--- src/sv/crp_pkg.sv ---
// ----------------------------------------------------------------------------
// crp_pkg: shared types and constants of the range partition block
// Holds the store geometry, the function codes, the entry, item, memory
// request and result types, and the small pointer helpers.
// ----------------------------------------------------------------------------
package crp_pkg;

    // Store geometry and field widths.
    localparam int STORE_DEPTH = 1024;
    localparam int IDX_W       = $clog2(STORE_DEPTH);
    localparam int ROW_WIDTH   = 32;
    localparam int KEY_W       = 64;
    localparam int FUNC_W      = 2;
    localparam int POS_W       = 10;
    localparam int PTR_W       = IDX_W + 2;

    // Function codes carried by an input beat.
    typedef enum logic [FUNC_W-1:0] {
        FUNC_WRITE = 2'd0,
        FUNC_CRACK = 2'd1,
        FUNC_READ  = 2'd2
    } t_func;

    // Signed pointer wide enough for minus one up to the store depth.
    typedef logic signed [PTR_W-1:0] t_ptr;

    // One stored entry.
    typedef struct packed {
        logic signed [KEY_W-1:0] key;
        logic [ROW_WIDTH-1:0]    row;
    } t_entry;

    // One accepted input beat.
    typedef struct packed {
        logic [FUNC_W-1:0]       func;
        logic [IDX_W-1:0]        entry_index;
        logic signed [KEY_W-1:0] entry_key;
        logic [ROW_WIDTH-1:0]    entry_row;
        logic [POS_W-1:0]        range_low;
        logic [POS_W-1:0]        range_high;
        logic signed [KEY_W-1:0] pivot;
    } t_item;

    // Request to the entry store: one write and one read port.
    typedef struct packed {
        logic       wr_en;
        logic [IDX_W-1:0] wr_addr;
        t_entry     wr_data;
        logic       rd_en;
        logic [IDX_W-1:0] rd_addr;
    } t_mem_req;

    // Finished result handed to the output register.
    typedef struct packed {
        logic                    valid;
        logic signed [KEY_W-1:0] read_key;
        logic [ROW_WIDTH-1:0]    read_row;
        logic [POS_W-1:0]        split_pos;
    } t_result;

    // Range bound saturated at the last store position.
    function automatic t_ptr clamp_pos(input logic [POS_W-1:0] v);
        t_ptr p;
        if (int'(v) > STORE_DEPTH - 1) begin
            p = PTR_W'(STORE_DEPTH - 1);
        end else begin
            p = t_ptr'({{(PTR_W - POS_W){1'b0}}, v});
        end
        return p;
    endfunction

    // Final left pointer minus one, clamped at zero.
    function automatic logic [POS_W-1:0] split_of(input t_ptr l);
        t_ptr d;
        d = l - t_ptr'(1);
        if (d < 0) begin
            return '0;
        end
        return d[POS_W-1:0];
    endfunction

endpackage

--- src/sv/crp_seq.sv ---
// ----------------------------------------------------------------------------
// crp_seq: sequencer of the range partition block
// Runs writes, reads and the two-pointer partition over the entry store,
// sharing one signed key comparator across both pointer scans.
// ----------------------------------------------------------------------------
module crp_seq (
    input  logic              i_clk,
    input  logic              i_rst_n,
    input  logic              i_valid,
    output logic              o_ready,
    input  crp_pkg::t_item    i_item,
    input  logic              i_out_free,
    output crp_pkg::t_result  o_result,
    output crp_pkg::t_mem_req o_mem_req,
    input  crp_pkg::t_entry   i_rd_data
);
    import crp_pkg::*;

    typedef enum logic [7:0] {
        S_IDLE  = 8'b0000_0001,
        S_START = 8'b0000_0010,
        S_RD    = 8'b0000_0100,
        S_LOOP  = 8'b0000_1000,
        S_CHKL  = 8'b0001_0000,
        S_RSCAN = 8'b0010_0000,
        S_CHKR  = 8'b0100_0000,
        S_DONE  = 8'b1000_0000
    } t_state;

    // The swap's second write has its own state flag beside the main state.
    typedef enum logic {
        SW_OFF = 1'b0,
        SW_ON  = 1'b1
    } t_swap;

    t_state r_state, n_state;
    t_swap  r_swap, n_swap;
    t_ptr   r_l, n_l;
    t_ptr   r_r, n_r;
    t_item  r_item, n_item;
    t_entry r_ent_l, n_ent_l;
    logic signed [KEY_W-1:0] r_res_key, n_res_key;
    logic [ROW_WIDTH-1:0]    r_res_row, n_res_row;
    logic [POS_W-1:0]        r_res_split, n_res_split;
    logic   key_lt;

    // Shared comparator: the entry just read against the pivot.
    assign key_lt = $signed(i_rd_data.key) < $signed(r_item.pivot);

    assign o_ready = (r_state == S_IDLE);

    // Next-state and datapath control.
    always_comb begin
        n_state     = r_state;
        n_swap      = r_swap;
        n_l         = r_l;
        n_r         = r_r;
        n_item      = r_item;
        n_ent_l     = r_ent_l;
        n_res_key   = r_res_key;
        n_res_row   = r_res_row;
        n_res_split = r_res_split;
        o_mem_req   = '0;
        o_result    = '0;

        if (r_swap == SW_ON) begin
            // Second half of a swap: old left entry goes to the right slot.
            o_mem_req.wr_en   = 1'b1;
            o_mem_req.wr_addr = r_r[IDX_W-1:0];
            o_mem_req.wr_data = r_ent_l;
            n_l               = r_l + t_ptr'(1);
            n_r               = r_r - t_ptr'(1);
            n_swap            = SW_OFF;
            n_state           = S_LOOP;
        end else begin
            case (r_state)
                S_IDLE: begin
                    if (i_valid) begin
                        n_item  = i_item;
                        n_state = S_START;
                    end
                end
                S_START: begin
                    n_res_key   = '0;
                    n_res_row   = '0;
                    n_res_split = '0;
                    case (r_item.func)
                        FUNC_WRITE: begin
                            o_mem_req.wr_en       = 1'b1;
                            o_mem_req.wr_addr     = r_item.entry_index;
                            o_mem_req.wr_data.key = r_item.entry_key;
                            o_mem_req.wr_data.row = r_item.entry_row;
                            n_state               = S_DONE;
                        end
                        FUNC_READ: begin
                            o_mem_req.rd_en   = 1'b1;
                            o_mem_req.rd_addr = r_item.entry_index;
                            n_state           = S_RD;
                        end
                        FUNC_CRACK: begin
                            n_l     = clamp_pos(r_item.range_low);
                            n_r     = clamp_pos(r_item.range_high);
                            n_state = S_LOOP;
                        end
                        default: begin
                            n_state = S_DONE;
                        end
                    endcase
                end
                S_RD: begin
                    n_res_key = i_rd_data.key;
                    n_res_row = i_rd_data.row;
                    n_state   = S_DONE;
                end
                S_LOOP: begin
                    if (r_l > r_r) begin
                        n_res_split = split_of(r_l);
                        n_state     = S_DONE;
                    end else begin
                        o_mem_req.rd_en   = 1'b1;
                        o_mem_req.rd_addr = r_l[IDX_W-1:0];
                        n_state           = S_CHKL;
                    end
                end
                S_CHKL: begin
                    n_ent_l = i_rd_data;
                    if (key_lt) begin
                        n_l     = r_l + t_ptr'(1);
                        n_state = S_LOOP;
                    end else begin
                        n_state = S_RSCAN;
                    end
                end
                S_RSCAN: begin
                    if (r_r >= r_l) begin
                        o_mem_req.rd_en   = 1'b1;
                        o_mem_req.rd_addr = r_r[IDX_W-1:0];
                        n_state           = S_CHKR;
                    end else begin
                        n_state = S_LOOP;
                    end
                end
                S_CHKR: begin
                    if (!key_lt) begin
                        n_r     = r_r - t_ptr'(1);
                        n_state = S_RSCAN;
                    end else begin
                        // Right entry is below the pivot and lies past left.
                        o_mem_req.wr_en   = 1'b1;
                        o_mem_req.wr_addr = r_l[IDX_W-1:0];
                        o_mem_req.wr_data = i_rd_data;
                        n_swap            = SW_ON;
                    end
                end
                S_DONE: begin
                    if (i_out_free) begin
                        o_result.valid     = 1'b1;
                        o_result.read_key  = r_res_key;
                        o_result.read_row  = r_res_row;
                        o_result.split_pos = r_res_split;
                        n_state            = S_IDLE;
                    end
                end
                default: begin
                    n_state = S_IDLE;
                end
            endcase
        end
    end

    // Control state.
    always_ff @(posedge i_clk) begin
        if (!i_rst_n) begin
            r_state <= S_IDLE;
            r_swap  <= SW_OFF;
            r_l     <= '0;
            r_r     <= '0;
        end else begin
            r_state <= n_state;
            r_swap  <= n_swap;
            r_l     <= n_l;
            r_r     <= n_r;
        end
    end

    // Payload registers.
    always_ff @(posedge i_clk) begin
        r_item      <= n_item;
        r_ent_l     <= n_ent_l;
        r_res_key   <= n_res_key;
        r_res_row   <= n_res_row;
        r_res_split <= n_res_split;
    end

endmodule

--- config.mk ---
export PLATFORM = sky130hd
export DESIGN_NAME = crp_seq
export DESIGN_NICKNAME = d
export VERILOG_FILES = /design/src/sv/crp_pkg.sv /design/src/sv/crp_seq.sv
export SDC_FILE = /design/constraint.sdc
export NUM_CORES = 1
export LEC_CHECK = 0
export BUFFER_PORTS_ARGS = -buffer_cell sky130_fd_sc_hd__buf_2
export CORE_MARGIN = 2
export CORE_UTILIZATION = 30
export CTS_CLUSTER_DIAMETER = 150
export DETAILED_ROUTE_END_ITERATION = 10
export HOLD_SLACK_MARGIN = 0.02
export MAX_ROUTING_LAYER = met4
export PLACE_DENSITY = 0.59
export SKIP_LAST_GASP = 1
export SLEW_MARGIN = 10
export SYNTH_ARGS = -nofsm -noshare
export SYNTH_HDL_FRONTEND = slang
export SYNTH_SLANG_ARGS = --single-unit
--- constraint.sdc ---
create_clock -name i_clk -period 18.02 [get_ports i_clk]
set_clock_uncertainty 0.05 [all_clocks]
set_input_delay 3.604 -clock i_clk [delete_from_list [all_inputs] [get_ports i_clk]]
set_output_delay 3.604 -clock i_clk [all_outputs]
set_load 0.02 [all_outputs]
=== After elaboration in Yosys (flattened, before gate mapping) ===
Cells that the tools add are included.

* Bits in read-only memories: 0
* Memories: 0
* Bits in latches: 0
* RAM bits: 0
* Bits of input ports: 292
* Register bits after elaboration: 427

* Bitwise operators: 3
* Muxes and demuxes: 40
* Equal/unequal tests: 19
* Add/subtract/negate cells: 3
* Multipliers: 0
* Shift-type cells: 0
* Divide/modulo/power cells: 0
* Magnitude comparators: 4
* Reductions and logical operators: 15

{| class="wikitable"
|+ Operators with widths
! cell !! count
|-
| $mux W107 || 6
|-
| $pmux W107 S2 || 1
|-
| $pmux W64 S2 || 1
|-
| $mux W12 || 6
|-
| $lt A64 B64 Y1 || 1
|-
| $pmux W32 S2 || 1
|-
| $pmux W8 S8 || 1
|-
| $pmux W12 S2 || 2
|-
| $mux W11 || 4
|-
| $pmux W11 S3 || 1
|-
| $mux W8 || 4
|-
| $mux W10 || 3
|-
| $sub A12 B2 Y12 const B || 2
|-
| $pmux W10 S2 || 1
|-
| $reduce_and A3 Y1 || 6
|-
| $pmux W8 S2 || 1
|-
| $add A12 B2 Y12 const B || 1
|-
| $ge A12 B12 Y1 || 1
|-
| $gt A12 B12 Y1 || 1
|-
| $lt A12 B1 Y1 const B || 1
|-
| $ne A3 B3 Y1 const B || 3
|-
| $eq A8 B1 Y1 const B || 1
|-
| $eq A8 B2 Y1 const B || 1
|-
| $eq A8 B3 Y1 const B || 1
|-
| other kinds (20) || 33
|}

=== Depth between registers and ports, before layout ===
Gate-level depths: netlist of the first run.

* Word-level depth: 9
* Mapped depth: 13
* Mapped depth without buffers: 11

=== Worst setup path after synthesis of the first run ===
Ideal clock, no wire load.

* Path kind: input to register
* Start: input i_valid
* End: register r_item[0] (netlist bit), enable pin
* Path slack: 5.569 ns
* Stages: 2
* Arrival: 11.653 ns
* Required time: 17.222 ns
* Path through: nand2_1 > nor2_1

* Longest elaborated chain between the ends: 1

{| class="wikitable"
|+ Ends and longest elaborated chain
! what !! line !! text
|-
| from (decl) || crp_seq.sv:9 || <nowiki>input logic i_valid,</nowiki>
|-
| $reduce_and A3 Y1 (no line) || - ||
|-
| to (signal assigned) || crp_seq.sv:188 || <nowiki>r_item <= n_item;</nowiki>
|-
| to (decl) || crp_seq.sv:40 || <nowiki>t_item r_item, n_item;</nowiki>
|}

No other way between the ends.
A chain may end at the register's enable or synchronous reset.

==> flow_summary.ini, run 1 <==
[cts]
cts_tree = yes
root_buffer = clkbuf_16
cts-buffers-inserted = 50
cts.sinks = 427
cts_hold_buffers = 0
htreeDepth = 2
cts_setup_buffers = 0
post_cts_resize_count = 0
clk_latency_ps = 590
clk_path_buf_depth = 3
cts.clk_slew.worst_paths_ps = 60

[setup_path]
end_kind = primary output
worstSetupStartpointType = input pin
cp.arrival_ps = 7610
worst-path-max-fanout = 31
slowest_stage = or3_2
max_stage_delay_ps = 640
crit_chain = buf_2 > ha_1 > nand4_1 > nor4_2 > nand4_1 > nor4_2 > a21oi_2 > a21boi_2 > or3_2 > buf_4 > nor3b_1 > a221o_1 > buf_2
reg2regPathDepth = 5
critical_path_class = input pin to primary output
crit_required_ps = 14370
r2r_slack_ps = 14240
r2r-start = r_swap
timing.rr.end = r_r[11]

[sta]
relSlewSlack_pct = 22.7
setup_viol = 0
fmax_mhz = 88.8
maxSlewViolCount = 0
setup_slack_ps = 6760
fin_crit_ps = 11260
min_period_over_period_pct = 62.5
hold_violations = 0
grt_setup_unrepaired = no
setup_tns_ps = 0
worstMarginPinSlew_ps = 1150

[die]
ioPinCount = 518
die_w_um = 259
die_area_mm2 = 0.0670
rows = 93
die_h_um = 259
core_area_mm2 = 0.0643
initial_core_util_pct = 30.3

[grt]
antenna_found_initial = 12
first_global_vias = 14697
grt_start_max_net_pins = 146
grt_pass1_wl_um = 94600
grt_overflow = 0
track_usage_pct = 19.3

[run_status]
status = completed

[logic_synthesis]
syn-num-nets = 1886
syn_area_mm2 = 0.0195
synth_edf_count = 394
synth_area_leaders = edfxtp_1 61%, and2_1 6.6%, ha_1 5.3%
ys_seq_elements = 427
synth_area_leader_cell = edfxtp_1
syn-instance-count = 1512
async_flop_share_pct = 0
ys_seq_area_share_pct = 64.1
yosys_warnings = 0
synth.distinct_cells = 69
synth_top_area_share_pct = 60.7
yosys_most_used_dff = edfxtp_1
syn_area_per_cell_um2 = 12.9

[power_and_ir_drop]
irDropWorstVdd_uv = 83.8
powerDensity_mw_per_mm2 = 90.2
p_leak_nw = 10.1
p_total_w = 0.00221

[final_layout]
final_cell_mix = 517 x buf_2, 394 x edfxtp_1, 206 x and2_1, 92 x nand2_1
finalInstanceArea_mm2 = 0.0245
fin_nets = 2388
areaGrowthSynthToFinish_pct = 25.7
drive_gt1_share_pct = 30.7
fill_cells = 6199
layout_commonest_cell = buf_2

[placed_design]
dpl-instance-area_mm2 = 0.0230
dp_slack_ps = 6770
gp_congestion = 0.886
dp_hpwl_um = 45900
portBuffers = 517

[drt]
drt_iter0_drc = 1066
drc = 0
vias = 14448
via_per_inst = 4.96
drt-total-wl_um = 65200
ant_nets = 0
dr.pass1.iters = 8
wire_per_inst_um = 22.4

[job]
maxCapViolCount = 0

[worst_hold_path]
hold_path_depth = 2
whs_endpoint = r_l[6]
min-delay-start = r_l[6]
worst_hold_path_type = flip-flop to flip-flop
flip-flops by register name, indices dropped and copies added, names as in the netlist:
name	count
r_item	192
r_ent_l	96
r_res_key	64
r_res_row	32
r_l	12
r_r	12
r_res_split	10
r_state	8
r_swap	1
report_power, final:
| group | switching (W) | total, W | internal (W) | leakage, nW |
|---|---|---|---|---|
| logic | 0.0000817 | 0.000131 | 0.0000497 | 5.23 |
| clock network | 0.000400 | 0.000949 | 0.000549 | 0.725 |
| registers | 0.0000121 | 0.00113 | 0.00112 | 4.14 |
| total | 0.000494 | 0.00221 | 0.00172 | 10.1 |
routing by layer:
metal  routed length [um]  up-vias  track usage, %
met3                 4900       81            4.36
met5                    0        -               -
met1                26700     7080            23.8
li1                     -     6683               -
met4                 1320        0            5.22
met2                32300      604            32.1
cell type report:
type / instances / area, um^2 / share of cell area, %
flip-flops and latches: 427 / 12500 / 51.0
multi-input cells: 918 / 6390 / 26.1
repair buffers: 534 / 2730 / 11.1
clock buffers: 62 / 1340 / 5.46
well taps: 855 / 1070 / 4.36
inverters: 83 / 312 / 1.27
clock inverters: 23 / 156 / 0.638
diodes: 11 / 27.5 / 0.112
cell usage after synthesis (all sizes together) (7+ instances only):
library cell	n
edfxtp	394
and2	206
nand2	92
o21ai	83
ha	82
inv	82
clkbuf	71
a22oi	62
nor2	59
nor3b	49
a221o	44
a21oi	39
dfxtp	33
nor3	24
nand4	15
nand3	14
buf	13
o211ai	12
o31ai	12
or3	11
xnor2	11
a222oi	10
nor4	10
nand2b	7
cells by family after synthesis:
| group | Yosys count | share of synthesized area, % |
|---|---|---|
| AOI/OAI and AO/OA | 310 | 11.6 |
| xor gates and xnor gates | 11 | 0.494 |
| adders and majority gates | 82 | 5.26 |
| buffers and inverters | 167 | 3.47 |
| DFF | 427 | 64.1 |
| muxes | 3 | 0.167 |
| and+or+nand+nor | 512 | 14.9 |
stage by stage:
| step | cells | util (%) | hold slack [ps] |
|---|---|---|---|
| 6_report | 2913 | 38.1 | 494 |
| 5_1_grt | 2913 | 38.1 | 509 |
| 4_1_cts | 2902 | 38.1 | 488 |
| 3_5_place_dp | 2817 | 35.7 | 481 |
| 3_3_place_gp | 2817 | 35.7 | 466 |
| 2_1_floorplan | 1512 | - | 392 |
worst max-delay path by stage:
stage / from / to / slack, ps / depth (start not counted)
2_1_floorplan: i_valid / r_item[0] / 5570 / 2
3_3_place_gp: i_rd_data[95] / o_mem_req[94] / 6930 / 13
3_5_place_dp: i_rd_data[95] / o_mem_req[47] / 6770 / 13
4_1_cts: i_rd_data[95] / o_mem_req[77] / 6750 / 13
5_1_grt: i_rd_data[95] / o_mem_req[47] / 6420 / 13
6_report: i_rd_data[95] / o_mem_req[77] / 6760 / 13
worst max-delay path: cells and delay by family:
family / cells / cell delay, ps
adders and majority gates: 1 / 500
buffers and inverters: 3 / 800
AOI/OAI and AO/OA: 3 / 740
and+or+nand+nor: 6 / 1930
Note: power is estimated with default switching activity, not from simulation.
==> inputs of run 2 (changes only) <==
clock period = 11.7 ns   (was 18.02 ns; I/O delays follow)
==> run 2 against run 1 <==
  * Combinational power grew 53%
  * Total power grew 54%
  * First-iteration DRC count grew 21%
  * Via count shrank 0.33%
  * Largest cell class unchanged
==> flow_summary.ini, run 2 (synthesis results as in run 1) <==
[grt]
antenna_found_initial = 17
grt_start_max_net_pins = 158
grt_pass1_wl_um = 92800
grt_overflow = 0
track_usage_pct = 19.0
first_global_vias = 14680

[drt]
ant_nets = 0
drt_iter0_drc = 1285
via_per_inst = 4.93
drt-total-wl_um = 63800
drc = 0
vias = 14401
dr.pass1.iters = 6
wire_per_inst_um = 21.9

[sta]
fin_crit_ps = 8810
min_period_over_period_pct = 75.3
relSlewSlack_pct = 14.1
setup_viol = 0
maxSlewViolCount = 0
hold_violations = 0
setup_tns_ps = 0
grt_setup_unrepaired = no
worstMarginPinSlew_ps = 1290
fmax_mhz = 114

[cts]
clk_latency_ps = 590
cts_setup_buffers = 0
root_buffer = clkbuf_16
cts_tree = yes
cts_hold_buffers = 0
htreeDepth = 2
post_cts_resize_count = 0
cts.sinks = 427
cts.clk_slew.worst_paths_ps = 60
clk_path_buf_depth = 3
cts-buffers-inserted = 49

[final_layout]
finalInstanceArea_mm2 = 0.0245
utilization_pct = 38.1
layout.cells.non_filler = 2919
fill_cells = 6257
largest_reg_flops = 192
reg_top3 = r_item: 192 flops, r_ent_l: 96 flops, r_res_key: 64 flops
final_cell_mix = 517 x buf_2, 394 x edfxtp_1, 206 x and2_1, 92 x nand2_1
fin_nets = 2389
top_register = r_item
layout_commonest_cell = buf_2
drive_gt1_share_pct = 30.8
areaGrowthSynthToFinish_pct = 25.9

[setup_path]
timing.rr.end = r_item[122]
cp.arrival_ps = 6420
worstSetupStartpointType = input pin
worst-path-max-fanout = 31
r2r_slack_ps = 7740
r2r-start = r_state[7]
reg2regPathDepth = 8
critical_path_class = input pin to primary output
crit_required_ps = 9310
end_kind = primary output

[placed_design]
dp_hpwl_um = 45200
portBuffers = 517
dpl-instance-area_mm2 = 0.0230
gp_congestion = 0.883
dp_cells = 2819

[job]
maxCapViolCount = 0

[run_status]
status = completed

[worst_hold_path]
min-delay-start = r_r[11]
whs_endpoint = r_r[11]
worst_hold_path_type = flip-flop to flip-flop
hold_path_depth = 1

[die]
core_area_mm2 = 0.0643
ioPinCount = 518
initial_core_util_pct = 30.3
rows = 93
die_area_mm2 = 0.0670
die_h_um = 259
die_w_um = 259

[power_and_ir_drop]
p_leak_nw = 10.1
p_total_w = 0.00341
irDropWorstVdd_uv = 131
powerDensity_mw_per_mm2 = 139
run 2: power by group:
group / switching [W] / internal [W]
Sequential: 0.0000184 / 0.00173
Combinational: 0.000123 / 0.0000764
Clock: 0.000618 / 0.000849
run 2: per-stage QoR:
stage | setup WS, ps | hold slack (ps)
5_1_grt | 2620 | 477
4_1_cts | 2910 | 459
6_report | 2890 | 458
3_5_place_dp | 2930 | 450
3_3_place_gp | 3100 | 469
2_1_floorplan | 513 | 392
run 2: worst max path at each step:
stage / start / end / slack, ps / depth (start not counted)
6_report: i_rd_data[95] / o_mem_req[74] / 2890 / 13
3_3_place_gp: i_rd_data[95] / o_mem_req[73] / 3100 / 13
5_1_grt: i_rd_data[95] / o_mem_req[104] / 2620 / 13
2_1_floorplan: i_valid / r_item[0] / 510 / 2
3_5_place_dp: i_rd_data[95] / o_mem_req[73] / 2930 / 13
4_1_cts: i_rd_data[95] / o_mem_req[74] / 2910 / 13
run 2: critical path, stage by stage:
cell	delay [ps]
buf_2	130
ha_1	520
nand4_1	210
nor4_2	370
nand4_1	240
nor4_2	380
a21oi_2	150
a21boi_2	260
or3_2	640
buf_4	540
nor3b_1	130
a221o_1	300
buf_2	170
run 2: cell type report:
type / instances / area (um^2) / share of cell area, %
flip-flops and latches: 427 / 12500 / 50.9
clock buffers: 66 / 1310 / 5.34
diodes: 12 / 30.0 / 0.122
clock inverters: 22 / 200 / 0.816
inverters: 83 / 312 / 1.27
repair buffers: 536 / 2740 / 11.2
multi-input cells: 918 / 6380 / 26.0
well taps: 855 / 1070 / 4.36
run 2: metal layers:
metal	part of all wire, %	up-vias	global-route usage, %
met5	0	-	-
met4	3.5	0	7.16
met3	8.3	117	5.29
met2	48	634	30.5
met1	41	6965	22.6
li1	-	6685	-
==> inputs of run 3 (changes only) <==
PLACE_DENSITY = 0.61   (was 0.59)
clock period = 8.05 ns   (was 11.7 ns; I/O delays follow)
==> run 3 against run 2 <==
  * Die area unchanged
  * Worst setup slack lost 2100 ps
  * Final area up 0.73%
  * Core utilization increased by 0.28 points
  * Clock-buffer cell count down 9
  * Critical endpoint is now o_mem_req[24]
  * Largest cell class unchanged
  * Largest power group unchanged
  * Highest routed layer unchanged
==> flow_summary.ini, run 3 (synthesis results as in run 1) <==
[die]
ioPinCount = 518
die_area_mm2 = 0.0670
die_h_um = 259
initial_core_util_pct = 30.3
die_w_um = 259
rows = 93
core_area_mm2 = 0.0643

[setup_path]
cp.arrival_ps = 5640
crit_chain = buf_2 > ha_1 > nand4_1 > nor4_1 > nand4_1 > nor4_2 > a21oi_2 > a21boi_2 > or3_2 > buf_4 > nor3b_1 > a221o_1 > buf_2
worstSetupStartpointType = input pin
max_stage_delay_ps = 740
end_kind = primary output
worst-path-max-fanout = 32
slowest_stage = or3_2
critical_path_class = input pin to primary output
path_delay_family = simple AND/OR/NAND/NOR gates
crit_required_ps = 6390
critical_path_buf_inv_count = 3

[drt]
dr.pass1.iters = 7
vias = 14489
drt-total-wl_um = 65100
ant_nets = 0
wire_per_inst_um = 22.3
via_per_inst = 4.96
drt_iter0_drc = 1181
drc = 0

[run_status]
status = completed

[grt]
grt_overflow = 0
track_usage_pct = 19.4
grt_start_max_net_pins = 96
antenna_found_initial = 14
grt_pass1_wl_um = 94600
first_global_vias = 14919

[final_layout]
fill_cells = 6169
fin_nets = 2390
reg_top3 = r_item: 192 flops, r_ent_l: 96 flops, r_res_key: 64 flops
largest_reg_flops = 192
top_register = r_item
areaGrowthSynthToFinish_pct = 26.8
finalInstanceArea_mm2 = 0.0247
final_cell_mix = 517 x buf_2, 394 x edfxtp_1, 206 x and2_1, 92 x nand2_1
drive_gt1_share_pct = 31.5
utilization_pct = 38.4
layout_commonest_cell = buf_2

[placed_design]
dp_hpwl_um = 45700
gp_congestion = 0.890
dpl-instance-area_mm2 = 0.0230
portBuffers = 517

[cts]
cts_setup_buffers = 0
cts.clk_slew.worst_paths_ps = 60
htreeDepth = 2
root_buffer = clkbuf_16
cts_tree = yes
cts-buffers-inserted = 49
cts_hold_buffers = 0
clk_path_buf_depth = 3
cts.sinks = 427
post_cts_resize_count = 0
clk_latency_ps = 590

[power_and_ir_drop]
p_total_w = 0.00519
p_int_w = 0.00405
p_leak_nw = 10.2
powerDensity_mw_per_mm2 = 210
comb_power_share_pct = 5.6
seq_power_share_pct = 48.8
irDropWorstVdd_uv = 182
power.share.clock_pct = 45.6
p_switching_w = 0.00114
swShare_pct = 22.0

[sta]
hold_violations = 0
maxSlewViolCount = 0
setup_viol = 0
worstMarginPinSlew_ps = 1190
fin_crit_ps = 7300
fmax_mhz = 137
relSlewSlack_pct = 20.6
min_period_over_period_pct = 90.7
setup_tns_ps = 0
grt_setup_unrepaired = no

[worst_hold_path]
worst_hold_path_type = flip-flop to flip-flop

[job]
maxCapViolCount = 0
run 3: changes by cell type in the layout (fill, tap and decap cells not counted), moves of 2 or more:
cell,change
buf_4,+2
clkinv_8,-2
clkinv_2,+2
clkbuf_1,-10
clkinvlp_4,+3
inv_6,+3
bufinv_16,+6
clkinv_1,-2
run 3: metrics by stage:
stage / hold WS, ps / instances / setup slack [ps]
2_1_floorplan: 392 / 1512 / 763
3_3_place_gp: 429 / 2820 / 802
3_5_place_dp: 441 / 2820 / 712
4_1_cts: 449 / 2910 / 718
5_1_grt: 473 / 2921 / 366
6_report: 452 / 2922 / 750
run 3: metal layers:
| layer | global-route usage [%] | vias up | wire length [um] |
|---|---|---|---|
| met2 | 31.8 | 627 | 31800 |
| met4 | 6.81 | 0 | 2000 |
| met3 | 4.08 | 116 | 4550 |
| met5 | - | - | 0 |
| met1 | 23.6 | 7061 | 26700 |
| li1 | - | 6685 | - |
run 3: worst paths after layout:
path	start	end	slack [ps]	cells after the start
min	r_r[11]	r_r[11]	450	1
max	i_rd_data[83]	o_mem_req[24]	750	13
max reg2reg	r_state[7]	r_item[131]	3890	8
min reg2reg	r_r[11]	r_r[11]	450	1
run 3: final cells by class:
cell class	instances	area, um^2	share of cell area (%)
well taps	855	1070	4.33
clock inverters	33	408	1.65
clock buffers	57	1290	5.20
flip-flops and latches	427	12500	50.5
multi-input cells	918	6380	25.8
repair buffers	537	2740	11.1
diodes	12	30.0	0.121
inverters	83	312	1.26
run 3: worst register-to-register path, cell delays in order (launching register included):
cell     delay, ps
dfxtp_1        320
nor2_1         290
nand2_1        110
or3_1          350
nor3b_1        600
nand2_1        230
nor2_4         130
buf_4          770
buf_4          850
run 3: power by group through the flow:
| stage | Clock, W | Sequential, W | Combinational (W) |
|---|---|---|---|
| 5_1_grt | 0.00250 | 0.00254 | 0.000325 |
| 4_1_cts | 0.00242 | 0.00253 | 0.000297 |
| 2_1_floorplan | 0 | 0.00258 | 0.000132 |
| 6_report | 0.00237 | 0.00253 | 0.000293 |
| 3_5_place_dp | 0 | 0.00258 | 0.000295 |
| 3_3_place_gp | 0 | 0.00258 | 0.000287 |
